`src/design/cbm_pkg.sv`:
```
// Shared types, codes and helpers of the control bitfield mapper.
`timescale 1ns / 1ps

package cbm_pkg;

    // Default number of shadow register bytes.
    localparam int SHADOW_DEPTH_DEF = 512;

    // Stream widths; the tdata widths are padded to whole bytes.
    localparam int IN_TDATA_W  = 104;
    localparam int IN_TUSER_W  = 2;
    localparam int OUT_TDATA_W = 72;

    // Segment functions.
    localparam logic [1:0] FUNC_WRITE    = 2'd0;
    localparam logic [1:0] FUNC_READ     = 2'd1;
    localparam logic [1:0] FUNC_RAW_LOAD = 2'd2;
    localparam logic [1:0] FUNC_RAW_READ = 2'd3;

    // Write source selection; FILL_CLEAR clears like FILL_ZERO.
    localparam logic [1:0] FILL_VALUE = 2'd0;
    localparam logic [1:0] FILL_ZERO  = 2'd1;
    localparam logic [1:0] FILL_ONES  = 2'd2;
    localparam logic [1:0] FILL_CLEAR = 2'd3;

    typedef struct packed {
        logic [1:0]  func;
        logic [8:0]  reg_address;
        logic [3:0]  field_len;
        logic [2:0]  field_lsb;
        logic [5:0]  value_offset;
        logic        active_low;
        logic [63:0] control_value;
        logic [6:0]  value_bits;
        logic        mirrored;
        logic [1:0]  fill_mode;
        logic        last_segment;
        logic        constant_input;
    } cbm_item_t;

    // Commands from the controller to the datapath.
    typedef struct packed {
        logic clear;
        logic capture;
        logic lookup;
        logic apply;
    } cbm_cmd_t;

    // Status from the datapath to the controller.
    typedef struct packed {
        logic clear_last;
        logic out_free;
    } cbm_status_t;

    // Full 64-bit bit reversal; pure wiring.
    function automatic logic [63:0] rev64(input logic [63:0] v);
        logic [63:0] r;
        for (int i = 0; i < 64; i++)
        begin
            r[63 - i] = v[i];
        end
        return r;
    endfunction

endpackage

```
`src/design/cbm_ram.sv`:
```
// Generic simple dual-port RAM with one write port and a registered read port.
`timescale 1ns / 1ps

module cbm_ram #(
    parameter int WIDTH = 8,
    parameter int DEPTH = 512
) (
    input  logic                     clk,
    input  logic                     we,
    input  logic [$clog2(DEPTH)-1:0] waddr,
    input  logic [WIDTH-1:0]         wdata,
    input  logic                     re,
    input  logic [$clog2(DEPTH)-1:0] raddr,
    output logic [WIDTH-1:0]         rdata
);

    logic [WIDTH-1:0] mem [DEPTH];
    logic [WIDTH-1:0] rdata_reg;

    always_ff @(posedge clk)
    begin
        if (we)
        begin
            mem[waddr] <= wdata;
        end
        if (re)
        begin
            rdata_reg <= mem[raddr];
        end
    end

    assign rdata = rdata_reg;

endmodule

```
`src/design/cbm_datapath.sv`:
```
// Datapath: shadow RAM, field extraction and merge, read accumulator, output register.
`timescale 1ns / 1ps

module cbm_datapath #(
    parameter int SHADOW_DEPTH = cbm_pkg::SHADOW_DEPTH_DEF
) (
    input  logic                                 clk,
    input  logic                                 rst_n,
    input  cbm_pkg::cbm_cmd_t                    cmd,
    output cbm_pkg::cbm_status_t                 st,
    input  cbm_pkg::cbm_item_t                   in_item,
    output logic                                 m_tvalid,
    input  logic                                 m_tready,
    output logic [cbm_pkg::OUT_TDATA_W-1:0]      m_tdata,
    output logic                                 m_tuser
);

    localparam int AW = $clog2(SHADOW_DEPTH);
    localparam int XW = (AW > 9) ? AW : 9;

    cbm_pkg::cbm_item_t item_reg;
    logic [7:0]         fbits_reg;
    logic [7:0]         fmask_reg;
    logic [63:0]        acc_reg;
    logic [63:0]        acc_next;
    logic [AW-1:0]      clr_cnt_reg;
    logic               out_valid_reg;
    logic [63:0]        out_result_reg;
    logic               out_done_reg;
    logic [7:0]         out_byte_reg;

    logic [XW-1:0]      in_addr_x;
    logic [XW-1:0]      item_addr_x;
    logic [AW-1:0]      ram_waddr;
    logic [7:0]         ram_wdata;
    logic               ram_we;
    logic [7:0]         ram_rdata;

    logic [3:0]         len_c;
    logic [6:0]         vb_c;
    logic [7:0]         lenmask8;
    logic [7:0]         fmask;
    logic [7:0]         fbits;

    logic               in_range;
    logic [7:0]         old_byte;
    logic [7:0]         new_byte;
    logic               wr_en;
    logic [63:0]        result;
    logic               done;

    assign in_addr_x   = XW'(in_item.reg_address);
    assign item_addr_x = XW'(item_reg.reg_address);

    assign ram_we    = cmd.clear | (cmd.apply & wr_en);
    assign ram_waddr = cmd.clear ? clr_cnt_reg : item_addr_x[AW-1:0];
    assign ram_wdata = cmd.clear ? 8'd0 : new_byte;

    cbm_ram #(
        .WIDTH(8),
        .DEPTH(SHADOW_DEPTH)
    ) u_shadow (
        .clk  (clk),
        .we   (ram_we),
        .waddr(ram_waddr),
        .wdata(ram_wdata),
        .re   (cmd.capture),
        .raddr(in_addr_x[AW-1:0]),
        .rdata(ram_rdata)
    );

    // Lookup cycle: build the field mask and the bits a write would place.
    always_comb
    begin
        logic [63:0] ones64;
        logic [63:0] base;
        logic [7:0]  sh;
        logic [7:0]  sel;
        len_c    = (item_reg.field_len > 4'd8) ? 4'd8 : item_reg.field_len;
        vb_c     = (item_reg.value_bits > 7'd64) ? 7'd64 : item_reg.value_bits;
        lenmask8 = 8'((9'd1 << len_c) - 9'd1);
        fmask    = 8'(16'(lenmask8) << item_reg.field_lsb);
        ones64   = (vb_c == 7'd64) ? '1 : ((64'd1 << vb_c) - 64'd1);
        sh       = 8'(item_reg.value_offset);
        case (item_reg.fill_mode)
            cbm_pkg::FILL_VALUE:
            begin
                if (item_reg.mirrored)
                begin
                    // Mirror and offset shift fold into one right shift.
                    base = cbm_pkg::rev64(item_reg.control_value);
                    sh   = 8'd64 - 8'(vb_c) + 8'(item_reg.value_offset);
                end
                else
                begin
                    base = item_reg.control_value;
                end
            end
            cbm_pkg::FILL_ONES:
            begin
                base = ones64;
            end
            default:
            begin
                base = 64'd0;
            end
        endcase
        sel = 8'(base >> sh);
        if (item_reg.active_low)
        begin
            sel = ~sel;
        end
        sel   = sel & lenmask8;
        fbits = 8'(16'(sel) << item_reg.field_lsb);
    end

    // Apply cycle: merge into the shadow byte or assemble the read value.
    always_comb
    begin
        logic [7:0]  rd_bits;
        logic [63:0] acc_new;
        logic [63:0] acc_mir;
        in_range = (32'(item_reg.reg_address) < SHADOW_DEPTH);
        old_byte = in_range ? ram_rdata : 8'd0;
        rd_bits  = ((item_reg.active_low ? ~old_byte : old_byte) & fmask_reg)
                   >> item_reg.field_lsb;
        acc_new  = acc_reg | (64'(rd_bits) << item_reg.value_offset);
        acc_mir  = cbm_pkg::rev64(acc_new) >> (7'd64 - vb_c);
        new_byte = old_byte;
        wr_en    = 1'b0;
        result   = 64'd0;
        done     = 1'b0;
        acc_next = acc_reg;
        case (item_reg.func)
            cbm_pkg::FUNC_WRITE:
            begin
                new_byte = (old_byte & ~fmask_reg) | fbits_reg;
                wr_en    = in_range;
            end
            cbm_pkg::FUNC_RAW_LOAD:
            begin
                new_byte = item_reg.control_value[7:0];
                wr_en    = in_range;
            end
            cbm_pkg::FUNC_READ:
            begin
                if (item_reg.constant_input)
                begin
                    result   = item_reg.control_value;
                    done     = 1'b1;
                    acc_next = 64'd0;
                end
                else if (item_reg.last_segment)
                begin
                    result   = item_reg.mirrored ? acc_mir : acc_new;
                    done     = 1'b1;
                    acc_next = 64'd0;
                end
                else
                begin
                    acc_next = acc_new;
                end
            end
            default:
            begin
                new_byte = old_byte;
            end
        endcase
    end

    always_ff @(posedge clk)
    begin
        if (cmd.capture)
        begin
            item_reg <= in_item;
        end
        if (cmd.lookup)
        begin
            fbits_reg <= fbits;
            fmask_reg <= fmask;
        end
        if (cmd.apply)
        begin
            out_result_reg <= result;
            out_done_reg   <= done;
            out_byte_reg   <= in_range ? new_byte : 8'd0;
        end
    end

    always_ff @(posedge clk or negedge rst_n)
    begin
        if (!rst_n)
        begin
            acc_reg       <= 64'd0;
            clr_cnt_reg   <= '0;
            out_valid_reg <= 1'b0;
        end
        else
        begin
            if (cmd.apply)
            begin
                acc_reg <= acc_next;
            end
            if (cmd.clear)
            begin
                clr_cnt_reg <= clr_cnt_reg + 1'b1;
            end
            if (cmd.apply)
            begin
                out_valid_reg <= 1'b1;
            end
            else if (m_tready)
            begin
                out_valid_reg <= 1'b0;
            end
        end
    end

    assign st.clear_last = (clr_cnt_reg == AW'(SHADOW_DEPTH - 1));
    assign st.out_free   = ~out_valid_reg | m_tready;

    assign m_tvalid = out_valid_reg;
    assign m_tdata  = {out_byte_reg, out_result_reg};
    assign m_tuser  = out_done_reg;

    a_apply_needs_room: assert property (@(posedge clk) disable iff (!rst_n)
        cmd.apply |-> (!out_valid_reg || m_tready))
        else $error("result overwrote an untaken beat");

    a_clear_excludes_apply: assert property (@(posedge clk) disable iff (!rst_n)
        !(cmd.clear && (cmd.apply || cmd.capture)))
        else $error("item handled during the clearing pass");

    a_result_zero_unless_done: assert property (@(posedge clk) disable iff (!rst_n)
        (out_valid_reg && !out_done_reg) |-> out_result_reg == 64'd0)
        else $error("nonzero result without a completed value");

    a_acc_cleared_after_done: assert property (@(posedge clk) disable iff (!rst_n)
        (cmd.apply && item_reg.func == cbm_pkg::FUNC_READ
         && (item_reg.last_segment || item_reg.constant_input)) |=> acc_reg == 64'd0)
        else $error("accumulator not cleared after a completed read");

endmodule

```
`config.mk`:
```
export PLATFORM = sky130hd
export DESIGN_NAME = cbm_datapath
export DESIGN_NICKNAME = d
export VERILOG_FILES = /design/src/design/cbm_pkg.sv /design/src/design/cbm_ram.sv /design/src/design/cbm_datapath.sv
export SDC_FILE = /design/constraint.sdc
export NUM_CORES = 2
export LEC_CHECK = 0
export BUFFER_PORTS_ARGS = -buffer_cell sky130_fd_sc_hd__buf_2
export CELL_PAD_IN_SITES_DETAIL_PLACEMENT = 0
export CELL_PAD_IN_SITES_GLOBAL_PLACEMENT = 1
export CORE_AREA = 2 2 641 643
export DETAILED_ROUTE_END_ITERATION = 12
export DIE_AREA = 0 0 643 645
export PLACE_DENSITY = 0.69
export SYNTH_ARGS = -nofsm -noshare
export SYNTH_HDL_FRONTEND = slang
export SYNTH_SLANG_ARGS = --single-unit
```
`constraint.sdc`:
```
create_clock -name clk -period 40.1 [get_ports clk]
set_input_delay 2.005 -clock clk [delete_from_list [all_inputs] [get_ports clk]]
set_output_delay 2.005 -clock clk [all_outputs]
set_load 0.02 [all_outputs]
```
==> summary.md <==
| Metric | Value |
|---|---|
| Status | completed |
| Worst setup EP type | flip-flop |
| CTS Buf Count | ~430 |
| Initial core utilization | about 45% |
| Drt wl/cell | ~34 µm |
| Layout cells sized above 1 | between 20 and 30% |
| Root buf cell | clkbuf_16 |
| Horiz. Die Dim | around 640 µm |
| Synth Flop Type | edfxtp_1 |
| Mapped cell area | around 180000 µm² |
| GR peak layer | met2 |
| # clock sinks | between 4000 and 5000 |
| Cell area after layout | just over 200000 µm² |
| Worst EP arrival | between 8 and 9 ns |
| Commonest cells post-synth | edfxtp_1 (4294), mux4_2 (1380), nor2_1 (884) |
| M1 GR Usage | 36.0% |
| Fin. max-slew vios | 0 |
| Top-area cell type share of the netlist area | between 70% and 80% |
| Row cnt | ~240 |
| # DRC | 0 |
| Actual slew at the worst max-slew pin | 1.40 ns |
| Max-slew headroom | under 10% |
| Area grow syn2layout | 11.7% |
| WS Path Type | flip-flop to flip-flop |
| Post-placement cell count | 14840 |
| Die Ht | 645 µm |
| Initial drt markers | ~13000 |
| Drt total wl | 533 mm |
| Worst-path fanout max | 37 |
| Mapped Avg Cell Area | about 19 µm² |
| First-pass GRT wire length | 753 mm |
| Finished Core Util | roughly half |
| Upper clock frequency limit | 126 MHz |
| Max H-tree Level | 5 |
| GR Util met2 | 39.4% |
| Grt met3 use | 4.23% |
| CTS tree | done |
| LEAKAGE | 64.4 nW |
| Distinct cells, synth | approximately 110 |
| Seq/Total Area, Yosys | a little under three quarters |
| Core ar. | roughly 400000 µm² |
| Worst Hold Class | flip-flop to flip-flop |
| Setup TNS Final | 0 ns |
| Finish-stage setup viols | 0 |
| Vias in the first global route | between 90000 and 100k |
| Cell Count, Final, Fillers Out | approximately 16000 |
| Minimum clock period | between 7 and 8 ns |
| Die area | 415000 µm² |
| Most common cell in the netlist | edfxtp_1 |
| Leading post-synthesis cells by cell area | edfxtp_1 (70%), mux4_2 (17%), nor2_1 (1.8%) |
| Post-synth EDFFs | 4294 |
| Place WS | between 30 and 40 ns |
| Final hold violations | 0 |
| Largest net degree at the start of global routing | around 230 |
| Post-route setup slack | around 32 ns |
| Total power | 10.3 mW |
| Final ANT Viol Nets | 0 |
| PwrDens | a little over 50 nW/µm² |
| Final Wtd Congestion | 0.976 |
| CP required | roughly 41 ns |
| RSZ-0062 raised after global routing | no |
| Setup Fix Bufs, Post-CTS | 0 |
| Antenna violations before repair | between 40 and 50 |
| Boundary Pins | between 150 and 200 |
| Leading area contributor after synthesis | edfxtp_1 |
| Clock Skews | between 0.07 and 0.08 ns |
| Max-cap violations | 0 |
| Hold Buf Count CTS | 0 |
| Yosys Warn Count | 0 |
| Post-synthesis async set-or-reset flop share | under 10% |
| Final period util | between 10% and 20% |
| Vias/cell | roughly 6.4 |
| Via Count | ~100000 |
| PostCTS Resize Cnt | 0 |
| Max reg flops | around 4100 |
| Dpl cell area | between 150000 and 200000 µm² |
| Hold slack | 0.491 ns |
| Synth Register Bits | 4368 |
| Skew-Pair Late Insertion Delay | slightly below 1 ns |
| GRT Overall Usage | around a quarter |
| Clock Tree Buf Depth | 4 |
| Clk slew on worst S/H paths | 0.06 ns |
| Placed wire-length estimate | 339 mm |
| Layout net count | ~10000 |
| Total grt overflow | 0 |
| CP Launch Type | flip-flop |
| Mapped Cells | a little under 10000 |
| DR pass1 iterations | 6 |
| IO Port Bufs | between 150 and 200 |
| Syn Nets | approximately 10000 |
| IR drop worst, VDD | 0.0365 mV |
==> path summary, 6_finish.rpt <==
| check | startpoint | cells past startpoint | slack, ns | end |
|---|---|---|---|---|
| worst max-delay path | item_reg[11] | 18 | 32.16 | fbits_reg[5] |
| worst min-delay path | acc_reg[35] | 2 | 0.49 | acc_reg[35] |
| worst max register to register | item_reg[11] | 18 | 32.16 | fbits_reg[5] |
| worst min register to register | acc_reg[35] | 2 | 0.49 | acc_reg[35] |
| max in group asynchronous | rst_n | 2 | 38.02 | acc_reg[32] |
| min in group asynchronous | rst_n | 1 | 1.01 | acc_reg[40] |
==> logic make-up (layout without fill, tap and decap cells) <==
family | count (synthesis) | count (layout) | share of synthesized area, %
other | 0 | 18 | 0
buffers and inverters | 701 | 1246 | 1.47
adder cells (fa/ha/maj) | 17 | 17 | 0.120
XOR/XNOR | 33 | 33 | 0.158
multiplexers | 1572 | 1572 | 18.1
AO/OA/AOI/OAI | 1210 | 1210 | 4.57
flip-flops | 4368 | 4368 | 71.4
AND/OR/NAND/NOR | 1734 | 1734 | 4.18
==> placed cells by master, fill, tap and decap left out, types with 93 or more instances in the layout <==
master / instances
nor2_1: 882
buf_4: 217
edfxtp_1: 4294
o21ai_0: 204
buf_2: 174
clkinv_1: 111
mux2i_1: 124
a21oi_1: 249
nor3_1: 93
mux4_2: 1380
nand2_1: 361
nand3_1: 98
clkbuf_16: 432
==> worst max-delay path: stages (launching register included) <==
cell and delay [ns]:
edfxtp_1 0.71, buf_4 0.47, nand2b_1 0.60, buf_4 0.50, ha_2 0.26, buf_4 0.41
inv_1 0.48, a22oi_1 1.08, o22ai_1 0.17, nor2_1 0.48, nand2_1 0.14, o211a_1 0.16
a211oi_1 0.58, o22ai_1 0.15, o31ai_1 0.58, nor4_1 0.11, a311oi_1 0.37, nor3_1 0.10
a211o_1 0.23
==> layer usage <==
layer	part of all wire (%)	vias to the layer above	wire length, µm
met2	47	5265	249000
li1	-	40539	-
met4	4.2	2	22100
met5	0.0032	-	17
met3	8.4	898	44600
met1	41	53015	217000
==> cell type report <==
type | count | area (µm²)
diodes | 18 | 45.0
clock buffers | 510 | 11100
clock inverters | 281 | 2870
fillers | 32754 | 204000
inverters | 47 | 181
multi-input cells | 4566 | 49900
flip-flops and latches | 4368 | 131000
well taps | 5451 | 6820
repair buffers | 408 | 2820
==> power by group <==
group | leakage (nW) | switching, mW | total [mW] | internal (mW)
registers | 40.4 | 0.0400 | 5.19 | 5.15
clock network | 6.78 | 1.75 | 4.01 | 2.27
logic | 17.2 | 0.783 | 1.11 | 0.323
(Power assumes the default switching activity.)
