--- config.mk ---
export PLATFORM = sky130hd
export DESIGN_NAME = cbm_ctrl
export DESIGN_NICKNAME = d
export VERILOG_FILES = /design/src/design/cbm_pkg.sv /design/src/design/cbm_ctrl.sv
export SDC_FILE = /design/constraint.sdc
export NUM_CORES = 1
export LEC_CHECK = 0
export ABC_AREA = 0
export BUFFER_PORTS_ARGS = -buffer_cell sky130_fd_sc_hd__buf_2
export CAP_MARGIN = 10
export CORE_AREA = 8 8 45 47
export CTS_CLUSTER_DIAMETER = 100
export DETAILED_ROUTE_END_ITERATION = 8
export DIE_AREA = 0 0 53 55
export SETUP_SLACK_MARGIN = 0.5
export SYNTH_ARGS = -nofsm -noshare
export SYNTH_HDL_FRONTEND = slang
export SYNTH_SLANG_ARGS = --single-unit
--- constraint.sdc ---
create_clock -name clk -period 1.2 [get_ports clk]
set_clock_uncertainty 0.2 [all_clocks]
set_input_delay 0.18 -clock clk [delete_from_list [all_inputs] [get_ports clk]]
set_output_delay 0.18 -clock clk [all_outputs]
set_load 0.01 [all_outputs]
--- src/design/cbm_pkg.sv ---
// Shared types, codes and helpers of the control bitfield mapper.
`timescale 1ns / 1ps

package cbm_pkg;

    // Default number of shadow register bytes.
    localparam int SHADOW_DEPTH_DEF = 512;

    // Stream widths; the tdata widths are padded to whole bytes.
    localparam int IN_TDATA_W  = 104;
    localparam int IN_TUSER_W  = 2;
    localparam int OUT_TDATA_W = 72;

    // Segment functions.
    localparam logic [1:0] FUNC_WRITE    = 2'd0;
    localparam logic [1:0] FUNC_READ     = 2'd1;
    localparam logic [1:0] FUNC_RAW_LOAD = 2'd2;
    localparam logic [1:0] FUNC_RAW_READ = 2'd3;

    // Write source selection; FILL_CLEAR clears like FILL_ZERO.
    localparam logic [1:0] FILL_VALUE = 2'd0;
    localparam logic [1:0] FILL_ZERO  = 2'd1;
    localparam logic [1:0] FILL_ONES  = 2'd2;
    localparam logic [1:0] FILL_CLEAR = 2'd3;

    typedef struct packed {
        logic [1:0]  func;
        logic [8:0]  reg_address;
        logic [3:0]  field_len;
        logic [2:0]  field_lsb;
        logic [5:0]  value_offset;
        logic        active_low;
        logic [63:0] control_value;
        logic [6:0]  value_bits;
        logic        mirrored;
        logic [1:0]  fill_mode;
        logic        last_segment;
        logic        constant_input;
    } cbm_item_t;

    // Commands from the controller to the datapath.
    typedef struct packed {
        logic clear;
        logic capture;
        logic lookup;
        logic apply;
    } cbm_cmd_t;

    // Status from the datapath to the controller.
    typedef struct packed {
        logic clear_last;
        logic out_free;
    } cbm_status_t;

    // Full 64-bit bit reversal; pure wiring.
    function automatic logic [63:0] rev64(input logic [63:0] v);
        logic [63:0] r;
        for (int i = 0; i < 64; i++)
        begin
            r[63 - i] = v[i];
        end
        return r;
    endfunction

endpackage

--- src/design/cbm_ctrl.sv ---
// Controller state machine of the control bitfield mapper.
`timescale 1ns / 1ps

module cbm_ctrl (
    input  logic                clk,
    input  logic                rst_n,
    input  logic                s_tvalid,
    output logic                s_tready,
    input  cbm_pkg::cbm_status_t st,
    output cbm_pkg::cbm_cmd_t    cmd
);

    typedef enum logic [1:0] {
        ST_CLEAR,
        ST_IDLE,
        ST_LOOKUP,
        ST_APPLY
    } state_t;

    state_t state_reg;
    state_t state_next;
    logic   ready_reg;

    always_comb
    begin
        cmd.clear   = (state_reg == ST_CLEAR);
        cmd.capture = ready_reg & s_tvalid;
        cmd.lookup  = (state_reg == ST_LOOKUP);
        cmd.apply   = (state_reg == ST_APPLY) & st.out_free;
    end

    always_comb
    begin
        state_next = state_reg;
        case (state_reg)
            ST_CLEAR:
            begin
                if (st.clear_last)
                begin
                    state_next = ST_IDLE;
                end
            end
            ST_IDLE:
            begin
                if (cmd.capture)
                begin
                    state_next = ST_LOOKUP;
                end
            end
            ST_LOOKUP:
            begin
                state_next = ST_APPLY;
            end
            ST_APPLY:
            begin
                if (st.out_free)
                begin
                    state_next = ST_IDLE;
                end
            end
            default:
            begin
                state_next = ST_CLEAR;
            end
        endcase
    end

    always_ff @(posedge clk or negedge rst_n)
    begin
        if (!rst_n)
        begin
            state_reg <= ST_CLEAR;
            ready_reg <= 1'b0;
        end
        else
        begin
            state_reg <= state_next;
            ready_reg <= (state_next == ST_IDLE);
        end
    end

    assign s_tready = ready_reg;

    // A taken beat always moves on to the lookup cycle.
    a_capture_to_lookup: assert property (@(posedge clk) disable iff (!rst_n)
        cmd.capture |=> state_reg == ST_LOOKUP)
        else $error("accepted beat did not enter lookup");

endmodule

==> impl_metrics.ini, run 1 <==
[worst_setup_path]
regToRegStartpoint = s_tready
cp_slowest_cell = dfrtp_1
crit_required_ns = 0.82
setup.worst_path.start_class = register
arrival_ns = 1.00
slowest_delay_ns = 0.41
r2r_slack_ns = 0.05
reg2regPathDepth = 3
crit_fanout = 5
rr_endpoint = state_reg[1]
crit_type = register to output pin
worstPathCellList = and2b_2, buf_6
cp-end-kind = output pin

[placed_design]
gp_congestion = 0.6815
post-dp-hpwl_um = 295.5
numPortBuffers = 9
dp_cells = 39
placed_area_um2 = 220.2

[cts]
cts_tree = yes
clock_latency_ns = 0.23
cts.clk_slew.worst_paths_ns = 0.04
numCtsBuffers = 3
clk_path_buf_depth = 2
clock-root-buffer = clkbuf_4
htree_levels = 1
clock_sinks = 3

[finish]
fin_cells = 45
n_antenna_cell = 0
final_nets = 35
final_layout_size_suffix_gt1_share_pct = 68.97
fillers = 164
final_util_pct = 19.89
largest_reg_flops = 2
final_cell_area_um2 = 275.3
area_delta_synth_final_pct = 89.66

[worst_hold_path]
min_path_type = input pin to register
hold_path_end = state_reg[0]
whs_path_depth = 3
hold_start = st[1]

[outcome]
failed_checks = setup timing
status = finished, violations left

[sta]
fin_crit_ns = 1.379
rsz0062_at_grt = true
final_hold_viol_count = 0
hold_slack_ns = 0.03678
slew_headroom_pct = 88.36
final.setup.tns_ns = -0.4255
setup_viol = 4
setup_slack_ns = -0.1786
max_freq_ghz = 0.7254
tightest_slew_ns = 0.1735
slew_violations = 0
timing.final.crit_share_pct = 114.9

[synthesis]
synth_top_family_by_area = simple AND/OR/NAND/NOR gates
yosys.area_share.adder_pct = 0
syn_avg_cell_area_um2 = 11.16
synthXorXnorAreaFrac_pct = 0
yosys.cell_types.count = 10
yosys_warnings = 0
synth_compound_gate_area_share_pct = 18.97
ys_ff_latch = 3
syn-num-nets = 18
synth_area_um2 = 145.1
synthSimpleGateAreaFrac_pct = 26.72
synth_mux_area_share_pct = 0
seq_area_frac_synth_pct = 51.72
synth_cells = 13

[routing]
drtIter0Drc = 0
wl_per_cell_um = 8.578
wl_um = 386
firstDrtPassIters = 1
routed_via_density = 3.311
met2_length_um = 178
met1_length_um = 138
drcViolationCount = 0
vias = 149
ant_nets = 0
route.top_layer_used = met4
dr_wl_met3_um = 54

[die]
die_h_um = 55
rows = 14
core_area_um2 = 1384
initial_utilization_pct = 10.49
io_pins = 10
dieArea_um2 = 2915
die_x_um = 53

[grt]
grt_pass1_vias = 149
gr-usage-all-layers_pct = 2.898
antenna_found_initial = 0
grt_pass1_wl_um = 545
grt_max_degree = 6
gr-total-overflow = 0

[power_and_ir_drop]
p_leak_nw = 0.1387
ir_worst_vdd_mv = 0.3487
power_density_nw_per_um2 = 2478

[job]
cap_violations = 0
[where the power goes]
group          total, mW  internal (mW)  leakage [nW]  switching (mW)
Clock              0.176          0.125        0.0150          0.0517
Sequential         0.203          0.151        0.0331          0.0526
Combinational      0.303          0.177        0.0906           0.125
Total              0.682          0.453         0.139           0.230
[per-stage QoR]
| step | power (mW) | worst slack, ns |
|---|---|---|
| after floorplan | 0.3520 | 0.1460 |
| after global placement | 0.4605 | 0.07997 |
| after detailed placement | 0.4669 | 0.06529 |
| after CTS | 0.6912 | -0.1823 |
| after global routing | 0.7361 | -0.2259 |
| final | 0.6822 | -0.1786 |
[worst max-delay path, delay by kind of cell (launching register included)]
kind / cells / cell delay, ns
buffers and inverters: 1 / 0.11
DFF: 1 / 0.41
and+or+nand+nor: 1 / 0.24
[worst max path at each step]
stage	to	startpoint	cells after the start	slack, ns
detailed placement	cmd[1]	state_reg[0]	2	0.07
finish	cmd[1]	state_reg[0]	2	-0.18
floorplan	state_reg[1]	s_tready	2	0.15
global placement	cmd[0]	state_reg[0]	3	0.08
global route	cmd[1]	state_reg[0]	2	-0.23
CTS	cmd[0]	state_reg[0]	3	-0.18
[final cells by class]
| type | count | area [um2] | area share [%] |
|---|---|---|---|
| inverter | 1 | 3.754 | 1.364 |
| tap | 16 | 20.02 | 7.273 |
| timing repair buffer | 12 | 76.32 | 27.73 |
| sequential | 3 | 75.07 | 27.27 |
| multi-input combinational | 9 | 73.82 | 26.82 |
| clock buffer | 4 | 26.28 | 9.545 |
[layer usage]
metal	track usage, %	up-vias
li1	-	77
met1	2.131	62
met2	3.906	8
met3	1.070	2
met4	6.466	0
met5	0	-
[synth_stat cells]
library cell	number	area, um2
and2_1	1	6.260
and2b_2	1	8.760
and3_4	1	11.26
dfrtp_1	3	75.07
inv_1	1	3.750
nand3_1	1	5.000
nor2_1	2	7.510
o21a_1	1	7.510
o21bai_1	1	7.510
o31ai_2	1	12.51
[kinds of logic (layout without fill, tap and decap cells)]
kind of cell	Yosys count	after routing
AND/OR/NAND/NOR	6	6
flip-flops	3	3
buffers and inverters	1	17
AO/OA/AOI/OAI	3	3
[cells in the final DEF, fill, tap and decap left out, drive strengths merged]
master / count
and2: 1
and2b: 1
and3: 1
buf: 11
clkbuf: 4
dfrtp: 3
dlygate4sd3: 1
inv: 1
nand3: 1
nor2: 2
o21a: 1
o21bai: 1
o31ai: 1
[what timing repair did]
action	4_1_cts	5_1_grt
hold endpoints to repair	3	0
resized for setup	1	1
setup buffers	1	0
pin swaps	1	0
endpoints found under the setup margin	8	8
hold buffers	1	0
No activity file was read; power rests on OpenSTA's default activity.
==> run 2: changes to the inputs <==
==> constraint.sdc (replaced) <==
create_clock -name clk -period 1.3 [get_ports clk]
set_clock_uncertainty 0.2 [all_clocks]
set_input_delay 0.195 -clock clk [delete_from_list [all_inputs] [get_ports clk]]
set_output_delay 0.195 -clock clk [all_outputs]
set_load 0.01 [all_outputs]
==> run 2 against run 1 <==
The flow still finishes with violations (setup timing); cell area rose by 21%; via count up 13%; sequential share of layout area fell by 4.0 points; worst hold slack better by 0.016 ns; core utilization is 4.2 points higher; global-route usage is 0.93 points higher; wire length is 19% higher; first-iteration DRC count stayed put; combinational power is 33% higher; cell count up 6.7%; highest routed layer unchanged.
==> impl_metrics.ini, run 2 (same netlist as run 1, synthesis figures left out) <==
[outcome]
status = finished, violations left
failed_checks = setup timing

[placed_design]
dp_cells = 38
post-dp-hpwl_um = 321.2
dp_slack_ns = 0.1112
gp_congestion = 0.6772
numPortBuffers = 9
placed_area_um2 = 212.7

[routing]
wl_um = 460
ant_nets = 0
drtIter0Drc = 0
vias = 169
routed_via_density = 3.521
firstDrtPassIters = 1
wl_per_cell_um = 9.583
drcViolationCount = 0

[power_and_ir_drop]
switching_share_pct = 32.09
seq_power_share_pct = 26.7
p_leak_nw = 0.1601
internal_power_uw = 521.4
p_comb_share_pct = 52.4
power.total_uw = 767.8
ir_worst_vdd_mv = 0.3612
p_clk_share_pct = 20.9
power_density_nw_per_um2 = 2307
power_switching_uw = 246.4

[sta]
timing.final.crit_share_pct = 106.6
hold_slack_ns = 0.05242
final.setup.tns_ns = -0.1881
setup_viol = 4
setup_slack_ns = -0.08544
fin_crit_ns = 1.385
tightest_slew_ns = 0.1727
slew_headroom_pct = 88.42
rsz0062_at_grt = true
slew_violations = 0
final_hold_viol_count = 0
max_freq_ghz = 0.7218

[die]
dieArea_um2 = 2915
rows = 14
core_area_um2 = 1384
initial_utilization_pct = 10.49
die_x_um = 53
io_pins = 10
die_h_um = 55

[worst_hold_path]
hold_path_end = state_reg[0]
min_path_type = input pin to register
whs_path_depth = 3
hold_start = st[1]

[cts]
clock_sinks = 3
htree_levels = 1
clock-root-buffer = clkbuf_4
numCtsBuffers = 3
clock_latency_ns = 0.23
cts_tree = yes
cts.clk_slew.worst_paths_ns = 0.04
clk_path_buf_depth = 2

[worst_setup_path]
r2r_slack_ns = -0.04
cp-end-kind = output pin
arrival_ns = 0.99
reg2regPathDepth = 6
regToRegStartpoint = state_reg[0]
crit_required_ns = 0.90
setup.worst_path.start_class = register
crit_type = register to output pin
worstPathCellList = and2b_2, buf_6
crit_fanout = 6
slowest_delay_ns = 0.44
cp_slowest_cell = dfrtp_2
rr_endpoint = state_reg[0]

[grt]
gr-total-overflow = 0
grt_pass1_vias = 203
grt_pass1_wl_um = 752
gr-usage-all-layers_pct = 3.831
grt_max_degree = 7
antenna_found_initial = 0

[finish]
final_nets = 38
area_delta_synth_final_pct = 129.3
n_antenna_cell = 0
final_cell_area_um2 = 332.8
final_layout_size_suffix_gt1_share_pct = 81.25
mostFrequentLayoutCells = buf_2 (7), buf_6 (7), clkbuf_4 (3)
largest_reg_flops = 2
final_util_pct = 24.05
fin_cells = 48

[job]
cap_violations = 0
run 2: changes by cell type in the layout (fill, tap and decap cells not counted), sizes merged:
| cell | before | now |
|---|---|---|
| buf | 11 | 14 |
run 2: area by class of cell:
class	instances	area [um2]
inverter	1	3.754
timing repair buffer	15	123.9
tap	16	20.02
clock buffer	4	26.28
fill	158	1051
multi-input combinational	9	81.33
sequential	3	77.57
run 2: critical path, delay by kind of cell (launching register included):
family	cells	cell delay, ns
simple gates	1	0.21
buf+inv	1	0.11
flops	1	0.44
run 2: how the worst max path moves through the flow:
stage	start	end	slack, ns	cells past startpoint
floorplan	s_tready	state_reg[1]	0.25	2
detailed placement	state_reg[1]	cmd[0]	0.11	3
CTS	state_reg[0]	cmd[0]	-0.10	3
global placement	state_reg[1]	cmd[0]	0.12	3
finish	state_reg[1]	cmd[1]	-0.09	2
global route	state_reg[1]	cmd[1]	-0.12	2
run 2: timing repair:
item / CTS / global route
endpoints found under the setup margin: 8 / 8
hold buffers: 1 / 0
resized for setup: 7 / 5
endpoints found under the hold margin: 3 / 0
setup buffers: 4 / 1
pin swaps: 1 / 4
run 2: power groups by stage:
stage / sequential (mW) / combinational (mW) / clock, mW
CTS: 0.196 / 0.336 / 0.169
finish: 0.205 / 0.402 / 0.161
floorplan: 0.193 / 0.132 / 0
global placement: 0.192 / 0.210 / 0
detailed placement: 0.195 / 0.214 / 0
global route: 0.217 / 0.435 / 0.178
run 2: routing by layer:
layer  wire length, um  vias up  track usage [%]
li1                  -       82                -
met1               110       77            2.748
met2               266        8            6.055
met3                63        2            1.604
met4                19        0            6.466
met5                 0        -                0
==> run 3: changes to the inputs <==
--- a/config.mk
+++ b/config.mk
@@ -12,7 +12,7 @@
 export CTS_CLUSTER_DIAMETER = 100
 export DETAILED_ROUTE_END_ITERATION = 8
 export DIE_AREA = 0 0 53 55
-export SETUP_SLACK_MARGIN = 0.5
+export SETUP_SLACK_MARGIN = 0.3
 export SYNTH_ARGS = -nofsm -noshare
 export SYNTH_HDL_FRONTEND = slang
 export SYNTH_SLANG_ARGS = --single-unit
==> run 3 against run 2 <==
The flow still finishes with violations (setup timing); non-clock buffer count is 3 lower; first-iteration DRC count stayed put; die area unchanged; maximum frequency about the same; via count down 4.1%; clock power grew 4%; global-route usage decreased by 0.39 points; core utilization shrank 4.1 points; worst hold slack better by 0.0042 ns; critical path depth stayed put; register-to-register slack improved by 0.20 ns; critical path type unchanged; largest cell class unchanged; highest routed layer unchanged.
==> impl_metrics.ini, run 3 (same netlist as run 1, synthesis figures left out) <==
[outcome]
status = finished, violations left
failed_checks = setup timing

[routing]
wl_um = 411
firstDrtPassIters = 1
drtIter0Drc = 0
drcViolationCount = 0
vias = 162
wl_per_cell_um = 9.133
routed_via_density = 3.600
ant_nets = 0

[grt]
gr-usage-all-layers_pct = 3.446
gr-total-overflow = 0
grt_pass1_wl_um = 545
grt_max_degree = 6
grt_pass1_vias = 156
antenna_found_initial = 0

[worst_setup_path]
regToRegStartpoint = s_tready
cp_slowest_cell = dfrtp_1
cp-endpoint = cmd[1]
crit_fanout = 5
cp-end-kind = output pin
path_buf_inv = 1
r2r_slack_ns = 0.16
crit_type = register to output pin
reg2regPathDepth = 3
arrival_ns = 0.99
worstPathCellList = and2b_2, buf_6
worst-path-stages = 2
startpoint = state_reg[0]
slowest_delay_ns = 0.40
rr_endpoint = state_reg[1]
crit_required_ns = 0.90
setup.worst_path.start_class = register
cpLargestDelayFamily = flip-flops

[sta]
max_freq_ghz = 0.7217
final_hold_viol_count = 0
timing.final.crit_share_pct = 106.6
rsz0062_at_grt = true
slew_violations = 0
hold_slack_ns = 0.05660
setup_slack_ns = -0.08554
setup_viol = 2
slew_headroom_pct = 88.04
fin_crit_ns = 1.386
tightest_slew_ns = 0.1783

[die]
core_area_um2 = 1384
die_h_um = 55
die_x_um = 53
io_pins = 10
dieArea_um2 = 2915
initial_utilization_pct = 10.49
rows = 14

[cts]
cts_tree = yes
clock_latency_ns = 0.24
htree_levels = 1
cts.clk_slew.worst_paths_ns = 0.04
clock_sinks = 3
clock-root-buffer = clkbuf_4
numCtsBuffers = 3
clk_path_buf_depth = 2

[placed_design]
dp_slack_ns = 0.1331
gp_congestion = 0.6557
numPortBuffers = 9
dp_cells = 38

[power_and_ir_drop]
p_leak_nw = 0.1407
power.total_uw = 638.3
power_density_nw_per_um2 = 2308
ir_worst_vdd_mv = 0.2187

[finish]
mostFrequentLayoutCells = buf_2 (8), clkbuf_4 (3), dfrtp_1 (3)
final_layout_size_suffix_gt1_share_pct = 65.52
n_antenna_cell = 0
final_nets = 35
largest_reg_flops = 2
final_common_cell = buf_2
area_delta_synth_final_pct = 90.52
fin_cells = 45
final_util_pct = 19.98

[worst_hold_path]
min_path_type = input pin to register

[job]
cap_violations = 0
## run 3: what timing repair did
| item | 4_1_cts | 5_1_grt |
|---|---|---|
| endpoints found under the hold margin | 3 | 0 |
| hold buffers | 1 | 0 |
| pin swaps | 2 | 0 |
| resized for setup | 1 | 2 |
| buffers inserted | 2 | 0 |
| cloned | 0 | 0 |
| endpoints found under the setup margin | 8 | 8 |
## run 3: where the power goes
group / switching, mW / internal, mW
clock network: 0.0521 / 0.115
logic: 0.116 / 0.171
registers: 0.0446 / 0.139
total: 0.213 / 0.425
## run 3: final cells by class
type                    instances  area, um2
fillers                       164       1107
repair buffers                 12      80.08
flip-flops and latches          3      75.07
multi-input cells               9      71.32
clock buffers                   4      26.28
well taps                      16      20.02
inverters                       1      3.754
## run 3: worst min path at each step
stage	cells past startpoint	slack [ns]	startpoint	endpoint
2_1_floorplan	0	-0.30	rst_n	s_tready
5_1_grt	3	0.06	st[1]	state_reg[0]
4_1_cts	3	0.05	st[1]	state_reg[0]
6_report	3	0.06	st[1]	state_reg[0]
3_5_place_dp	1	-0.21	rst_n	s_tready
3_3_place_gp	1	-0.21	rst_n	s_tready
## run 3: per-layer routing
metal  routed length [um]  global-route usage (%)  share of wire, %  vias to the layer above
met5                    0                       0                 0                        -
met4                   38                   10.34               9.2                        0
met3                   35                   1.604               8.5                        4
met2                  215                   4.883                52                        9
met1                  120                   1.220                29                       72
li1                     -                       -                 -                       77
## run 3: stage by stage
step	instance area, um2	TNS (ns)
after floorplan	145.1	0
after global placement	210.2	0
after detailed placement	210.2	0
after CTS	267.8	-0.1835
after global routing	276.5	-0.2783
final	276.5	-0.1250
## run 3: worst min-delay path: stages
cell	delay (ns)
buf_2	0.07
nor2_1	0.05
o21bai_1	0.14
